`src/sv/stl_pkg.sv`:
```
// Shared types, constants and keyword tables for the source text lexer.
// No dependencies; used by stl_core, stl_res_fifo and source_text_lexer_unit.
package stl_pkg;

  localparam int OFFSET_BITS   = 24;
  localparam int LENGTH_BITS   = 16;
  localparam int KEYWORD_CHARS = 7;
  localparam int KEYWORD_COUNT = 7;
  localparam int PREFIX_BITS   = 8 * KEYWORD_CHARS;
  localparam int KIND_BITS     = 5;
  localparam int VALUE_BITS    = 31;
  localparam int RES_DEPTH     = 4;
  localparam int RES_PTR_BITS  = $clog2(RES_DEPTH);
  localparam int RES_CNT_BITS  = $clog2(RES_DEPTH + 1);

  localparam logic [VALUE_BITS-1:0] INT_SAT = {VALUE_BITS{1'b1}};

  // Token kinds
  localparam logic [KIND_BITS-1:0] KIND_SEMI   = 5'd0;
  localparam logic [KIND_BITS-1:0] KIND_COMMA  = 5'd1;
  localparam logic [KIND_BITS-1:0] KIND_ADD    = 5'd2;
  localparam logic [KIND_BITS-1:0] KIND_SUB    = 5'd3;
  localparam logic [KIND_BITS-1:0] KIND_MUL    = 5'd4;
  localparam logic [KIND_BITS-1:0] KIND_DIV    = 5'd5;
  localparam logic [KIND_BITS-1:0] KIND_LT     = 5'd6;
  localparam logic [KIND_BITS-1:0] KIND_LPAREN = 5'd7;
  localparam logic [KIND_BITS-1:0] KIND_RPAREN = 5'd8;
  localparam logic [KIND_BITS-1:0] KIND_LBRACE = 5'd9;
  localparam logic [KIND_BITS-1:0] KIND_RBRACE = 5'd10;
  localparam logic [KIND_BITS-1:0] KIND_EQ     = 5'd11;
  localparam logic [KIND_BITS-1:0] KIND_EQEQ   = 5'd12;
  localparam logic [KIND_BITS-1:0] KIND_INT    = 5'd13;
  localparam logic [KIND_BITS-1:0] KIND_VARID  = 5'd14;
  localparam logic [KIND_BITS-1:0] KIND_FNID   = 5'd15;
  localparam logic [KIND_BITS-1:0] KIND_KW0    = 5'd16;
  localparam logic [KIND_BITS-1:0] KIND_EOF    = 5'd23;
  localparam logic [KIND_BITS-1:0] KIND_ERR    = 5'd24;

  // Keywords packed first character lowest, with their lengths
  localparam logic [PREFIX_BITS-1:0] KW_TEXT [KEYWORD_COUNT] = '{
    PREFIX_BITS'(64'h6E66),            // fn
    PREFIX_BITS'(64'h726176),          // var
    PREFIX_BITS'(64'h6669),            // if
    PREFIX_BITS'(64'h65736C65),        // else
    PREFIX_BITS'(64'h726F66),          // for
    PREFIX_BITS'(64'h6E7275746572),    // return
    PREFIX_BITS'(64'h6E6C746E697270)   // println
  };
  localparam logic [3:0] KW_LEN [KEYWORD_COUNT] = '{
    4'd2, 4'd3, 4'd2, 4'd4, 4'd3, 4'd6, 4'd7
  };

  typedef struct packed {
    logic [KIND_BITS-1:0]   kind;
    logic [VALUE_BITS-1:0]  value;
    logic                   overflow;
    logic [OFFSET_BITS-1:0] start;
    logic [LENGTH_BITS-1:0] length;
    logic                   last;
  } result_t;

  // Up to two results produced by one byte, first in e0
  typedef struct packed {
    logic [1:0] n;
    result_t    e0;
    result_t    e1;
  } push_t;

  // Kind of a finished word
  function automatic logic [KIND_BITS-1:0] word_kind(
    input logic                   upper,
    input logic [LENGTH_BITS-1:0] len,
    input logic [PREFIX_BITS-1:0] prefix
  );
    logic [KIND_BITS-1:0] k;
    k = KIND_VARID;
    for (int i = KEYWORD_COUNT - 1; i >= 0; i--) begin
      if (len == LENGTH_BITS'(KW_LEN[i]) && prefix == KW_TEXT[i]) begin
        k = KIND_KW0 + KIND_BITS'(i);
      end
    end
    if (upper) begin
      k = KIND_FNID;
    end
    return k;
  endfunction

endpackage

```
`src/sv/stl_core.sv`:
```
// Lexer state and token decision: input register, scan state, result build.
// Depends on stl_pkg; feeds stl_res_fifo through a push_t request.
module stl_core (
  input  logic               clk,
  input  logic               rst_n,
  input  logic               in_valid,
  output logic               in_stall,
  input  logic [7:0]         in_text_byte,
  input  logic               room,
  output stl_pkg::push_t     push
);

  typedef enum logic [2:0] {M_IDLE, M_INT, M_WORD, M_EQ, M_ERR} mode_t;

  mode_t                             mode_r, mode_nxt;
  logic [stl_pkg::VALUE_BITS-1:0]    acc_r, acc_nxt;
  logic                              ovf_r, ovf_nxt;
  logic                              upper_r, upper_nxt;
  logic [stl_pkg::PREFIX_BITS-1:0]   prefix_r, prefix_nxt;
  logic [stl_pkg::LENGTH_BITS-1:0]   plen_r, plen_nxt;
  logic [stl_pkg::OFFSET_BITS-1:0]   off_r, off_nxt;
  logic [stl_pkg::OFFSET_BITS-1:0]   tstart_r, tstart_nxt;
  logic [7:0]                        byte_r;
  logic                              bvld_r;

  logic                              go;
  logic                              fall;
  logic                              a_v, b_v;
  stl_pkg::result_t                  a, b_res;
  logic [stl_pkg::LENGTH_BITS-1:0]   plen_inc;
  logic [stl_pkg::OFFSET_BITS-1:0]   off_inc;
  logic [34:0]                       acc_mac;
  logic                              is_digit, is_lower, is_upper, is_space;
  logic                              single_v;
  logic [stl_pkg::KIND_BITS-1:0]     single_k;

  function automatic stl_pkg::result_t mk_res(
    input logic [stl_pkg::KIND_BITS-1:0]   kind,
    input logic [stl_pkg::VALUE_BITS-1:0]  value,
    input logic                            ovf,
    input logic [stl_pkg::OFFSET_BITS-1:0] start,
    input logic [stl_pkg::LENGTH_BITS-1:0] len
  );
    stl_pkg::result_t r;
    r.kind     = kind;
    r.value    = value;
    r.overflow = ovf;
    r.start    = start;
    r.length   = len;
    r.last     = 1'b0;
    return r;
  endfunction

  // Byte handshake: hold a byte until the result buffer has room for two
  assign go       = bvld_r && room;
  assign in_stall = bvld_r && !room;

  // Character classes
  assign is_digit = byte_r >= 8'h30 && byte_r <= 8'h39;
  assign is_lower = byte_r >= 8'h61 && byte_r <= 8'h7A;
  assign is_upper = byte_r >= 8'h41 && byte_r <= 8'h5A;
  assign is_space = byte_r == 8'h20 || byte_r == 8'h09 || byte_r == 8'h0A || byte_r == 8'h0B;

  // Single-character tokens
  always_comb begin
    single_v = 1'b1;
    single_k = stl_pkg::KIND_SEMI;
    case (byte_r)
      8'h3B:   single_k = stl_pkg::KIND_SEMI;
      8'h2C:   single_k = stl_pkg::KIND_COMMA;
      8'h2B:   single_k = stl_pkg::KIND_ADD;
      8'h2D:   single_k = stl_pkg::KIND_SUB;
      8'h2A:   single_k = stl_pkg::KIND_MUL;
      8'h2F:   single_k = stl_pkg::KIND_DIV;
      8'h3C:   single_k = stl_pkg::KIND_LT;
      8'h28:   single_k = stl_pkg::KIND_LPAREN;
      8'h29:   single_k = stl_pkg::KIND_RPAREN;
      8'h7B:   single_k = stl_pkg::KIND_LBRACE;
      8'h7D:   single_k = stl_pkg::KIND_RBRACE;
      default: single_v = 1'b0;
    endcase
  end

  assign plen_inc = (plen_r == {stl_pkg::LENGTH_BITS{1'b1}}) ? plen_r : plen_r + 1'b1;
  assign off_inc  = off_r + 1'b1;
  // acc * 10 + digit, as shifts and adds
  assign acc_mac  = {1'b0, acc_r, 3'b000} + {3'b000, acc_r, 1'b0} + {31'd0, byte_r[3:0]};

  // Next state and results for the held byte
  always_comb begin
    mode_nxt   = mode_r;
    acc_nxt    = acc_r;
    ovf_nxt    = ovf_r;
    upper_nxt  = upper_r;
    prefix_nxt = prefix_r;
    plen_nxt   = plen_r;
    off_nxt    = off_r;
    tstart_nxt = tstart_r;
    fall       = 1'b0;
    a_v        = 1'b0;
    b_v        = 1'b0;
    a          = mk_res(stl_pkg::KIND_EOF, '0, 1'b0, off_r, '0);
    b_res      = mk_res(stl_pkg::KIND_EOF, '0, 1'b0, off_r, '0);
    if (go) begin
      // Token in progress: continue it, or close it
      case (mode_r)
        M_INT: begin
          if (is_digit) begin
            if (ovf_r || acc_mac > {4'd0, stl_pkg::INT_SAT}) begin
              acc_nxt = stl_pkg::INT_SAT;
              ovf_nxt = 1'b1;
            end else begin
              acc_nxt = acc_mac[stl_pkg::VALUE_BITS-1:0];
            end
            plen_nxt = plen_inc;
            off_nxt  = off_inc;
          end else begin
            a_v      = 1'b1;
            a        = mk_res(stl_pkg::KIND_INT, acc_r, ovf_r, tstart_r, plen_r);
            mode_nxt = M_IDLE;
            fall     = 1'b1;
          end
        end
        M_WORD: begin
          if (is_digit || is_lower || is_upper || byte_r == 8'h5F) begin
            for (int i = 0; i < stl_pkg::KEYWORD_CHARS; i++) begin
              if (plen_r == stl_pkg::LENGTH_BITS'(i)) begin
                prefix_nxt[8*i +: 8] = prefix_r[8*i +: 8] | byte_r;
              end
            end
            plen_nxt = plen_inc;
            off_nxt  = off_inc;
          end else begin
            a_v      = 1'b1;
            a        = mk_res(stl_pkg::word_kind(upper_r, plen_r, prefix_r), '0, 1'b0,
                              tstart_r, plen_r);
            mode_nxt = M_IDLE;
            fall     = 1'b1;
          end
        end
        M_EQ: begin
          mode_nxt = M_IDLE;
          a_v      = 1'b1;
          if (byte_r == 8'h3D) begin
            a       = mk_res(stl_pkg::KIND_EQEQ, '0, 1'b0, tstart_r,
                             stl_pkg::LENGTH_BITS'(2));
            off_nxt = off_inc;
          end else begin
            a    = mk_res(stl_pkg::KIND_EQ, '0, 1'b0, tstart_r,
                          stl_pkg::LENGTH_BITS'(1));
            fall = 1'b1;
          end
        end
        M_ERR: begin
          if (byte_r != 8'h00) begin
            off_nxt = off_inc;
          end else begin
            mode_nxt = M_IDLE;
            fall     = 1'b1;
          end
        end
        default: begin
          mode_nxt = M_IDLE;
          fall     = 1'b1;
        end
      endcase

      // Byte seen between tokens
      if (fall) begin
        if (byte_r == 8'h00) begin
          b_v     = 1'b1;
          b_res   = mk_res(stl_pkg::KIND_EOF, '0, 1'b0, off_r, '0);
          off_nxt = '0;
        end else begin
          if (!is_space) begin
            if (single_v) begin
              b_v   = 1'b1;
              b_res = mk_res(single_k, '0, 1'b0, off_r, stl_pkg::LENGTH_BITS'(1));
            end else begin
              tstart_nxt = off_r;
              plen_nxt   = stl_pkg::LENGTH_BITS'(1);
              if (is_digit) begin
                mode_nxt = M_INT;
                acc_nxt  = stl_pkg::VALUE_BITS'(byte_r[3:0]);
                ovf_nxt  = 1'b0;
              end else if (is_lower || is_upper) begin
                mode_nxt   = M_WORD;
                upper_nxt  = is_upper;
                prefix_nxt = stl_pkg::PREFIX_BITS'(byte_r);
              end else if (byte_r == 8'h3D) begin
                mode_nxt = M_EQ;
              end else begin
                b_v      = 1'b1;
                b_res    = mk_res(stl_pkg::KIND_ERR, '0, 1'b0, off_r,
                                  stl_pkg::LENGTH_BITS'(1));
                mode_nxt = M_ERR;
              end
            end
          end
          off_nxt = off_inc;
        end
      end
    end
  end

  // Pack the results in order, the final one marked last
  always_comb begin
    push    = '0;
    push.e0 = a;
    push.e1 = b_res;
    if (a_v && b_v) begin
      push.n       = 2'd2;
      push.e1.last = 1'b1;
    end else if (a_v) begin
      push.n       = 2'd1;
      push.e0.last = 1'b1;
    end else if (b_v) begin
      push.n       = 2'd1;
      push.e0      = b_res;
      push.e0.last = 1'b1;
    end
  end

  // Input register and lexer state
  always_ff @(posedge clk) begin
    if (!rst_n) begin
      bvld_r   <= 1'b0;
      mode_r   <= M_IDLE;
      acc_r    <= '0;
      ovf_r    <= 1'b0;
      upper_r  <= 1'b0;
      prefix_r <= '0;
      plen_r   <= '0;
      off_r    <= '0;
      tstart_r <= '0;
    end else begin
      if (in_valid && !in_stall) begin
        bvld_r <= 1'b1;
        byte_r <= in_text_byte;
      end else if (go) begin
        bvld_r <= 1'b0;
      end
      mode_r   <= mode_nxt;
      acc_r    <= acc_nxt;
      ovf_r    <= ovf_nxt;
      upper_r  <= upper_nxt;
      prefix_r <= prefix_nxt;
      plen_r   <= plen_nxt;
      off_r    <= off_nxt;
      tstart_r <= tstart_nxt;
    end
  end

endmodule

```
`src/sv/stl_res_fifo.sv`:
```
// Result buffer: four entries; takes up to two results per cycle, gives one unless stalled.
// Depends on stl_pkg; fed by stl_core, drives the result channel.
module stl_res_fifo (
  input  logic             clk,
  input  logic             rst_n,
  input  stl_pkg::push_t   push,
  output logic             room,
  output logic             out_valid,
  input  logic             out_stall,
  output stl_pkg::result_t head
);

  stl_pkg::result_t                  mem_r [stl_pkg::RES_DEPTH];
  logic [stl_pkg::RES_PTR_BITS-1:0]  wr_ptr_r, rd_ptr_r;
  logic [stl_pkg::RES_CNT_BITS-1:0]  count_r;
  logic                              pop;
  logic [stl_pkg::RES_PTR_BITS-1:0]  wr_ptr_1;

  // Room for a two-result byte
  assign room      = count_r <= stl_pkg::RES_CNT_BITS'(stl_pkg::RES_DEPTH - 2);
  assign out_valid = count_r != '0;
  assign head      = mem_r[rd_ptr_r];
  assign pop       = out_valid && !out_stall;
  assign wr_ptr_1  = wr_ptr_r + 1'b1;

  // Storage
  always_ff @(posedge clk) begin
    if (push.n != 2'd0) begin
      mem_r[wr_ptr_r] <= push.e0;
    end
    if (push.n == 2'd2) begin
      mem_r[wr_ptr_1] <= push.e1;
    end
  end

  // Pointers and fill count
  always_ff @(posedge clk) begin
    if (!rst_n) begin
      wr_ptr_r <= '0;
      rd_ptr_r <= '0;
      count_r  <= '0;
    end else begin
      wr_ptr_r <= wr_ptr_r + stl_pkg::RES_PTR_BITS'(push.n);
      if (pop) begin
        rd_ptr_r <= rd_ptr_r + 1'b1;
      end
      count_r <= count_r + stl_pkg::RES_CNT_BITS'(push.n)
                 - stl_pkg::RES_CNT_BITS'(pop);
    end
  end

  a_no_overfill: assert property (@(posedge clk) disable iff (!rst_n)
    count_r <= stl_pkg::RES_CNT_BITS'(stl_pkg::RES_DEPTH))
    else $error("result buffer over-filled");

  a_push_fits: assert property (@(posedge clk) disable iff (!rst_n)
    push.n != 2'd0 |-> count_r + stl_pkg::RES_CNT_BITS'(push.n)
                       <= stl_pkg::RES_CNT_BITS'(stl_pkg::RES_DEPTH))
    else $error("request pushed without room");

  a_pop_drains: assert property (@(posedge clk) disable iff (!rst_n)
    pop && push.n == 2'd0 |=> count_r == $past(count_r) - 1'b1)
    else $error("fill count wrong after pop");

endmodule

```
`src/sv/source_text_lexer_unit.sv`:
```
// Top level of the streaming source text lexer: core plus result buffer.
// Depends on stl_pkg, stl_core and stl_res_fifo.
//
//  channel  direction  handshake            payload
//  in_      input      in_valid / in_stall  in_text_byte
//  out_     output     out_valid / out_stall token fields, out_is_last
//
// One byte is accepted per cycle when results are taken as they appear.
// A byte is registered on acceptance, and its results are written into the
// buffer once there is room, behind any results already waiting.
// A byte that closes a token and emits its own gives two results; the
// four-entry result buffer absorbs them, and input stalls only while the
// buffer holds more than two results.
// Reset (rst_n low, synchronous) empties the buffer and returns the lexer
// to idle with offset zero.
module source_text_lexer_unit (
  input  logic                               clk,
  input  logic                               rst_n,
  input  logic                               in_valid,
  output logic                               in_stall,
  input  logic [7:0]                         in_text_byte,
  output logic                               out_valid,
  input  logic                               out_stall,
  output logic [stl_pkg::KIND_BITS-1:0]      out_token_kind,
  output logic [stl_pkg::VALUE_BITS-1:0]     out_int_value,
  output logic                               out_int_overflow,
  output logic [stl_pkg::OFFSET_BITS-1:0]    out_start_offset,
  output logic [stl_pkg::LENGTH_BITS-1:0]    out_token_length,
  output logic                               out_is_last
);

  stl_pkg::push_t   push;
  stl_pkg::result_t head;
  logic             room;

  stl_core u_core (
    .clk          (clk),
    .rst_n        (rst_n),
    .in_valid     (in_valid),
    .in_stall     (in_stall),
    .in_text_byte (in_text_byte),
    .room         (room),
    .push         (push)
  );

  stl_res_fifo u_fifo (
    .clk       (clk),
    .rst_n     (rst_n),
    .push      (push),
    .room      (room),
    .out_valid (out_valid),
    .out_stall (out_stall),
    .head      (head)
  );

  // Result fields
  assign out_token_kind   = head.kind;
  assign out_int_value    = head.value;
  assign out_int_overflow = head.overflow;
  assign out_start_offset = head.start;
  assign out_token_length = head.length;
  assign out_is_last      = head.last;

endmodule

```
`config.mk`:
```
export PLATFORM = sky130hd
export DESIGN_NAME = source_text_lexer_unit
export DESIGN_NICKNAME = d
export VERILOG_FILES = /design/src/sv/stl_pkg.sv /design/src/sv/stl_core.sv /design/src/sv/stl_res_fifo.sv /design/src/sv/source_text_lexer_unit.sv
export SDC_FILE = /design/constraint.sdc
export NUM_CORES = 1
export LEC_CHECK = 0
export BUFFER_PORTS_ARGS = -buffer_cell sky130_fd_sc_hd__clkbuf_2
export CAP_MARGIN = 0
export CELL_PAD_IN_SITES_DETAIL_PLACEMENT = 0
export CELL_PAD_IN_SITES_GLOBAL_PLACEMENT = 1
export CORE_MARGIN = 5
export CORE_UTILIZATION = 24
export CTS_CLUSTER_DIAMETER = 40
export DETAILED_ROUTE_END_ITERATION = 12
export PLACE_DENSITY = 0.49
export SLEW_MARGIN = 15
export SYNTH_ARGS = -nofsm -noshare
export SYNTH_HDL_FRONTEND = slang
export SYNTH_SLANG_ARGS = --single-unit
export TNS_END_PERCENT = 10
```
`constraint.sdc`:
```
create_clock -name clk -period 11.1 [get_ports clk]
set_clock_uncertainty 0.15 [all_clocks]
set_input_delay 1.665 -clock clk [delete_from_list [all_inputs] [get_ports clk]]
set_output_delay 1.665 -clock clk [all_outputs]
set_load 0.05 [all_outputs]
```
==> key figures, run 1 <==
Route
  – Initial DRC Count: 1272
  – DRT Pass-1 Iters: 5
  – Final WL: 75100 um
  – Vias/cell: 5.22
  – DR WL/cell: 21.6 um
  – Vias: 18200
  – DRC Markers: 0
  – Post-route ant nets: 0

Finish
  – Fillers: 9765
  – Final core occ: 29.1%
  – Area delta synth->final: 20.7%
  – Final net count: 2228
  – Share of layout cells above drive strength 1: 18.4%
  – Multi-input gate area: 11100 um2
  – Commonest non-fill, non-tap cell in the layout: dfxtp_1
  – Commonest non-fill, non-tap cells in the layout: dfxtp_1, a32o_1, a21oi_1
  – Finished Layout Cells: 3484
  – Register area: 11100 um2

Placement
  – I/O Buffers: 91
  – Placer Congestion: 0.817
  – DP Cell Count: 3315
  – Post-DP HPWL: 46300 um

Hold path
  – Worst hold path type: register to register
  – Hold depth: 1
  – Hold path start: u_fifo.mem_r[3][70]
  – Hold EP: u_fifo.mem_r[3][70]

Power
  – Combinational Power Share: 14.2%
  – Net switching power: 1640 uW
  – Pint: 3860 uW
  – Pwr dens: 199 nW/um2
  – Switching Share: 29.9%
  – Sequential share of power: 35.5%
  – Peak VDD IR: 97.6 uV
  – Leakage power total: 0.00985 uW
  – Clock network fraction of total power: 50.2%

Synthesis
  – Most used DFF post-synth: dfxtp_1
  – Avg Synthesized Cell Area: 10.8 um2
  – Yosys cell types: 87
  – Synth Register Bits: 486
  – Sequential area share after synthesis: 48.3%
  – Mapped Cells: 2128
  – Syn_nets: 2215
  – Synth Warn #: 0
  – Post-synth EDFFs: 132
  – Post-synth design cell area: 22900 um2
  – Ys async rst share: 0%

Worst setup path
  – Worst setup SP type: register
  – Cell count of the worst reg-to-reg path: 13
  – Worst path required time: 9.29 ns
  – RR Startpoint: u_core.byte_r[1]
  – Critical Setup Path Class: register to output port
  – R2R Setup Slk: 6.11 ns
  – Critical Path AT: 3.33 ns
  – CP Capture Type: output port
  – Worst R2R End: u_fifo.mem_r[0][29]
  – Crit-path max FO: 55

Timing
  – Worst-Margin Slew: 1.19 ns
  – Fmax: 0.194 GHz
  – Final setup violation count: 0
  – Setup TNS: 0 ns
  – Min Hold Slack: 0.309 ns
  – Max Slew Vio Count: 0
  – Final period util: 46.3%
  – Final hold viol count: 0
  – Tmin final: 5.14 ns
  – Slew headroom: 20.7%
  – RSZ-0062 raised after global routing: no

GRT
  – Vias in the first global route: 18300
  – GRT Total Usage: 14.2%
  – First-pass GRT wire length: 114000 um
  – Overflow left after global routing: 0
  – Antenna violations before repair: 3
  – Largest net degree at the start of global routing: 81

Floorplanning
  – Starting Density: 24.1%
  – Core area: 94900 um2
  – Die area: 102000 um2
  – Cell row count: 113
  – Die height: 319 um
  – Die width: 319 um
  – Top Ports: 92

Clock tree
  – Post-CTS Resized: 0
  – Worst-Skew Late Latency: 0.64 ns
  – Root buf cell: clkbuf_16
  – CTS Buf Count: 89
  – Number of H-tree levels: 3
  – CTS tree: built
  – Hold_buf cts: 0
  – Clock transition at path regs: 0.05 ns
  – Max Root-Sink Buffers: 3
  – Post-CTS Setup Bufs: 0
  – # clock sinks: 486

Run
  – Max-cap violations: 0

Run status
  – Status: finished clean
-- worst max-delay path, stage by stage, from the launching register on --
cell	delay [ns]
dfxtp_4	1.08
buf_4	0.65
mux4_2	0.64
clkbuf_2	0.27
-- power by group through the flow --
| stage | sequential (uW) | clock, uW | combinational [uW] |
|---|---|---|---|
| 2_1_floorplan | 1920 | 0 | 611 |
| 3_3_place_gp | 1990 | 0 | 793 |
| 3_5_place_dp | 2000 | 0 | 796 |
| 4_1_cts | 1960 | 2830 | 798 |
| 5_1_grt | 1970 | 2920 | 835 |
| 6_report | 1960 | 2760 | 784 |
-- sequential cells by signal, indices dropped and copies added (netlist names), 2 cells and up, named ones only --
name	cells
u_core.acc_r	31
u_core.mode_r	3
u_core.tstart_r	24
u_fifo.count_r	3
u_core.byte_r	8
u_fifo.mem_r	312
u_core.off_r	24
u_core.prefix_r	56
u_fifo.wr_ptr_r	2
u_core.plen_r	16
u_fifo.rd_ptr_r	2
-- kinds of logic after synthesis --
logic type               synth area share [%]
AO/OA/AOI/OAI                            22.6
XOR/XNOR                                 1.95
adder cells (fa/ha/maj)                  4.20
buffers and inverters                    4.00
flip-flops                               48.3
multiplexers                             7.71
AND/OR/NAND/NOR                          11.3
-- metal layers --
metal	vias to the layer above	track usage [%]	share of wire (%)	wire, um
li1	8352	-	-	-
met1	9250	19.4	46	34600
met2	474	23.1	47	35100
met3	98	3.01	5.4	4090
met4	0	3.59	1.7	1310
met5	-	0	0	0
-- how the worst max path moves through the flow --
stage / startpoint / to / depth (start not counted)
after global placement: u_core.byte_r[1] / u_fifo.mem_r[1][27] / 11
final: register / out_token_length[1] / 3
after global routing: register / out_token_length[1] / 3
after floorplan: u_core.byte_r[1] / u_fifo.mem_r[1][0] / 16
after detailed placement: u_core.byte_r[1] / u_fifo.mem_r[1][27] / 11
after CTS: register / out_token_length[1] / 3
-- area by class of cell --
class / count / share of cell area (%)
timing repair buffer: 122 / 2.49
inverter: 35 / 0.475
antenna: 1 / 0.00906
tap: 1265 / 5.73
clock inverter: 54 / 2.21
sequential: 486 / 40.0
multi-input combinational: 1407 / 40.0
clock buffer: 114 / 9.03
-- synthesized netlist by cell type (5+ instances only) --
library cell | n | share of area (%)
inv_1 | 34 | 0.56
nand2b_1 | 12 | 0.33
a41oi_1 | 6 | 0.23
or3_1 | 19 | 0.52
buf_2 | 16 | 0.35
ha_1 | 72 | 3.9
nand4_1 | 33 | 0.90
xor2_1 | 28 | 1.1
o21ai_1 | 7 | 0.15
and2_1 | 15 | 0.41
nor2_1 | 147 | 2.4
or4_1 | 5 | 0.16
a21o_1 | 15 | 0.49
a22oi_1 | 12 | 0.39
nor2b_1 | 8 | 0.22
nand3_1 | 28 | 0.61
o21ai_0 | 58 | 1.3
o21a_1 | 5 | 0.16
a31oi_1 | 27 | 0.74
a32oi_1 | 5 | 0.19
a211oi_1 | 9 | 0.30
nor3_1 | 27 | 0.59
mux4_2 | 78 | 7.7
nor4_1 | 12 | 0.33
o22ai_1 | 18 | 0.49
o211ai_1 | 8 | 0.26
dfxtp_1 | 354 | 31
edfxtp_1 | 132 | 17
nand2_1 | 148 | 2.4
buf_1 | 15 | 0.25
xnor2_1 | 23 | 0.88
clkbuf_1 | 167 | 2.7
a22o_1 | 102 | 3.9
a32o_1 | 186 | 8.1
a21oi_1 | 170 | 3.7
or2_2 | 7 | 0.19
and3_1 | 24 | 0.66
-- per-stage QoR --
step,cell area [um2],worst slack (ns),total power [uW]
finish,27600,5.96,5500
global route,27600,5.71,5720
CTS,27600,5.78,5590
detailed placement,24500,6.07,2790
global placement,24500,6.17,2780
floorplan,22900,6.46,2530
Note: power is estimated with default switching activity, not from simulation.
==> run 2, diff against run 1 <==
--- a/config.mk
+++ b/config.mk
@@ -13,7 +13,7 @@
 export CORE_UTILIZATION = 24
 export CTS_CLUSTER_DIAMETER = 40
 export DETAILED_ROUTE_END_ITERATION = 12
-export PLACE_DENSITY = 0.49
+export PLACE_DENSITY = 0.51
 export SLEW_MARGIN = 15
 export SYNTH_ARGS = -nofsm -noshare
 export SYNTH_HDL_FRONTEND = slang
==> constraint.sdc (replaced) <==
create_clock -name clk -period 4.5 [get_ports clk]
set_clock_uncertainty 0.15 [all_clocks]
set_input_delay 0.675 -clock clk [delete_from_list [all_inputs] [get_ports clk]]
set_output_delay 0.675 -clock clk [all_outputs]
set_load 0.05 [all_outputs]
==> run 2 against run 1 <==
Compared with the run above: via count grew 0.93%; critical path depth grew 9; setup slack worse by 5.6 ns; power up 140%; critical endpoint is now u_fifo.mem_r[1][2]; cell count rose by 1.0%; hold slack worse by 0.22 ns; global-route usage about the same; design area is 1.1% higher; flip-flop and latch count did not move; register-to-register slack lost 5.8 ns; count of clock-buffer cells in the layout fell by 6; highest routed layer is now met5.
==> key figures, run 2 (same netlist as run 1, synthesis figures left out) <==
Run status
  – Status: finished clean

Worst setup path
  – Critical Setup Path Class: register to register
  – Critical Path AT: 4.56 ns (+1.23 ns)
  – RR Startpoint: u_core.byte_r[3]
  – Critical path depth: 12 (+9)
  – CP Capture Type: register
  – R2R Setup Slk: 0.32 ns (-5.79 ns)
  – CP delay by family, top: simple AND/OR/NAND/NOR gates
  – Worst R2R End: u_fifo.mem_r[1][2]
  – Worst setup SP type: register
  – Slowest cell on crit path: or3b_2
  – Worst Setup SP: u_core.byte_r[3]
  – Setup crit end: u_fifo.mem_r[1][2]
  – Crit-path max FO: 47 (-15%)
  – Worst path required time: 4.88 ns (-4.41 ns)
  – Cell count of the worst reg-to-reg path: 12 (-1)
  – Largest stage delay, worst path: 0.60 ns (-0.48 ns)
  – Number of buffers and inverters on the critical path: 2 (unchanged)
  – Critical path, cell by cell: or3_4, or3_4, a31o_4, nand2_1, nand2_1, nor2_1, inv_1, ha_1, or3b_2, and2_2, buf_4, a22o_1

Power
  – Leakage power total: 0.0101 uW (+3.0%)
  – Pwr dens: 481 nW/um2 (+140%)
  – Peak VDD IR: 310 uV (+220%)

Hold path
  – Worst hold path type: input port to register
  – Hold path start: in_text_byte[1]

Run
  – Max-cap violations: 0 (unchanged)

Floorplanning
  – Core area: 94900 um2 (unchanged)
  – Starting Density: 24.1% (unchanged)
  – Top Ports: 92 (unchanged)
  – Die width: 319 um (unchanged)
  – Cell row count: 113 (unchanged)
  – Die area: 102000 um2 (unchanged)
  – Die height: 319 um (unchanged)

GRT
  – Vias in the first global route: 18300 (-0.016%)
  – Largest net degree at the start of global routing: 65 (-20%)
  – Routing usage on met3: 2.61% (-0.40 points)
  – Grt met1 use: 20.2% (+0.80 points)
  – GR Util met2: 22.5% (-0.60 points)
  – Overflow left after global routing: 0 (unchanged)
  – GRT Total Usage: 14.2% (about the same)
  – GR peak layer: met2
  – Antenna violations before repair: 4 (+1)
  – First-pass GRT wire length: 115000 um (+0.41%)

Timing
  – Final WS setup: 0.321 ns (-5.64 ns)
  – Final period util: 92.9%
  – Fmax: 0.239 GHz
  – Max Slew Vio Count: 0 (unchanged)
  – RSZ-0062 raised after global routing: no
  – Final hold viol count: 0 (unchanged)
  – Slew headroom: 34.1% (+13 points)
  – Worst-Margin Slew: 0.977 ns (-0.213 ns)
  – Setup TNS: 0 ns (unchanged)
  – Tmin final: 4.18 ns
  – Final setup violation count: 0 (unchanged)

Clock tree
  – Number of H-tree levels: 3 (unchanged)
  – Worst-Skew Late Latency: 0.66 ns (+0.02 ns)
  – Post-CTS Resized: 0 (unchanged)
  – Post-CTS Setup Bufs: 0 (unchanged)
  – Clock transition at path regs: 0.05 ns (about the same)
  – Max Root-Sink Buffers: 3 (unchanged)
  – Hold_buf cts: 0 (unchanged)
  – CTS Buf Count: 87 (-2.2%)
  – CTS tree: built
  – # clock sinks: 486 (unchanged)
  – Root buf cell: clkbuf_16

Finish
  – Commonest non-fill, non-tap cell in the layout: dfxtp_1
  – Area delta synth->final: 22.0%
  – Share of layout cells above drive strength 1: 19.7% (+1.3 points)
  – Commonest non-fill, non-tap cells in the layout: dfxtp_1, a32o_1, a21oi_1
  – Register area: 11100 um2 (unchanged)
  – Final core occ: 29.5% (+0.33 points)
  – Multi-input gate area: 11000 um2 (-0.41%)
  – Fillers: 9751 (-0.14%)
  – # diodes: 0 (-1)
  – Finished Cell Area: 27900 um2 (+1.1%)
  – Number of flip-flops under the largest register name: 312 (unchanged)
  – Final net count: 2269 (+1.8%)
  – Top reg by flops: u_fifo.mem_r
  – Largest regs: u_fifo.mem_r x312, u_core.prefix_r x56, u_core.acc_r x31

Route
  – Vias: 18300 (+0.93%)
  – DR WL/cell: 21.2 um (-1.5%)
  – Vias/cell: 5.21 (about the same)
  – Initial DRC Count: 1465 (+15%)
  – Post-route ant nets: 0 (unchanged)
  – DRC Markers: 0 (unchanged)
  – Final WL: 74800 um (-0.49%)
  – DRT Pass-1 Iters: 5 (unchanged)

Placement
  – Dpl ws: 0.370 ns (-5.70 ns)
  – Placer Congestion: 0.856 (+4.8%)
  – Placed cell area: 24900 um2 (+1.7%)
  – I/O Buffers: 91 (unchanged)
  – Post-DP HPWL: 48300 um (+4.4%)
run 2: cell count changes in the layout (fill, tap and decap cells not counted), moves of 4 or more:
cell / previous run / this run
clkinv_2: 9 / 14
buf_12: 0 / 10
clkinv_16: 1 / 6
clkbuf_16: 92 / 88
o21ai_4: 4 / 0
inv_6: 14 / 7
buf_4: 31 / 64
o21ai_2: 2 / 6
run 2: power by group:
part           internal, uW  switching, uW  leakage, uW
Clock                  4160           2430      0.00144
Combinational           622           1430      0.00451
Sequential             4610            187      0.00420
run 2: final cells by class:
cell class / instances / share of cell area [%]
sequential: 486 / 39.6
multi-input combinational: 1407 / 39.4
clock buffer: 108 / 8.51
tap: 1265 / 5.66
timing repair buffer: 165 / 4.07
clock inverter: 53 / 2.28
inverter: 35 / 0.484
run 2: per-layer routing:
layer / wire length [um] / vias to the layer above
met5: 23 / -
met2: 34100 / 514
met3: 3810 / 104
met1: 35600 / 9308
li1: - / 8413
met4: 1280 / 4
run 2: worst min path at each step:
stage,end,slack (ns),depth (start not counted)
floorplan,u_core.prefix_r[48],0.28,2
global placement,u_fifo.mem_r[0][12],0.29,1
detailed placement,u_fifo.mem_r[1][59],0.30,1
CTS,u_core.byte_r[1],0.06,1
global route,u_core.byte_r[1],0.06,1
finish,u_core.byte_r[1],0.09,1
run 2: per-stage QoR:
stage,total power [uW],hold slack [ns],std cells
3_3_place_gp,6960,0.291,3358
3_5_place_dp,6980,0.298,3358
5_1_grt,14000,0.0616,3519
4_1_cts,13600,0.0563,3519
2_1_floorplan,6240,0.280,2128
6_report,13400,0.0912,3519
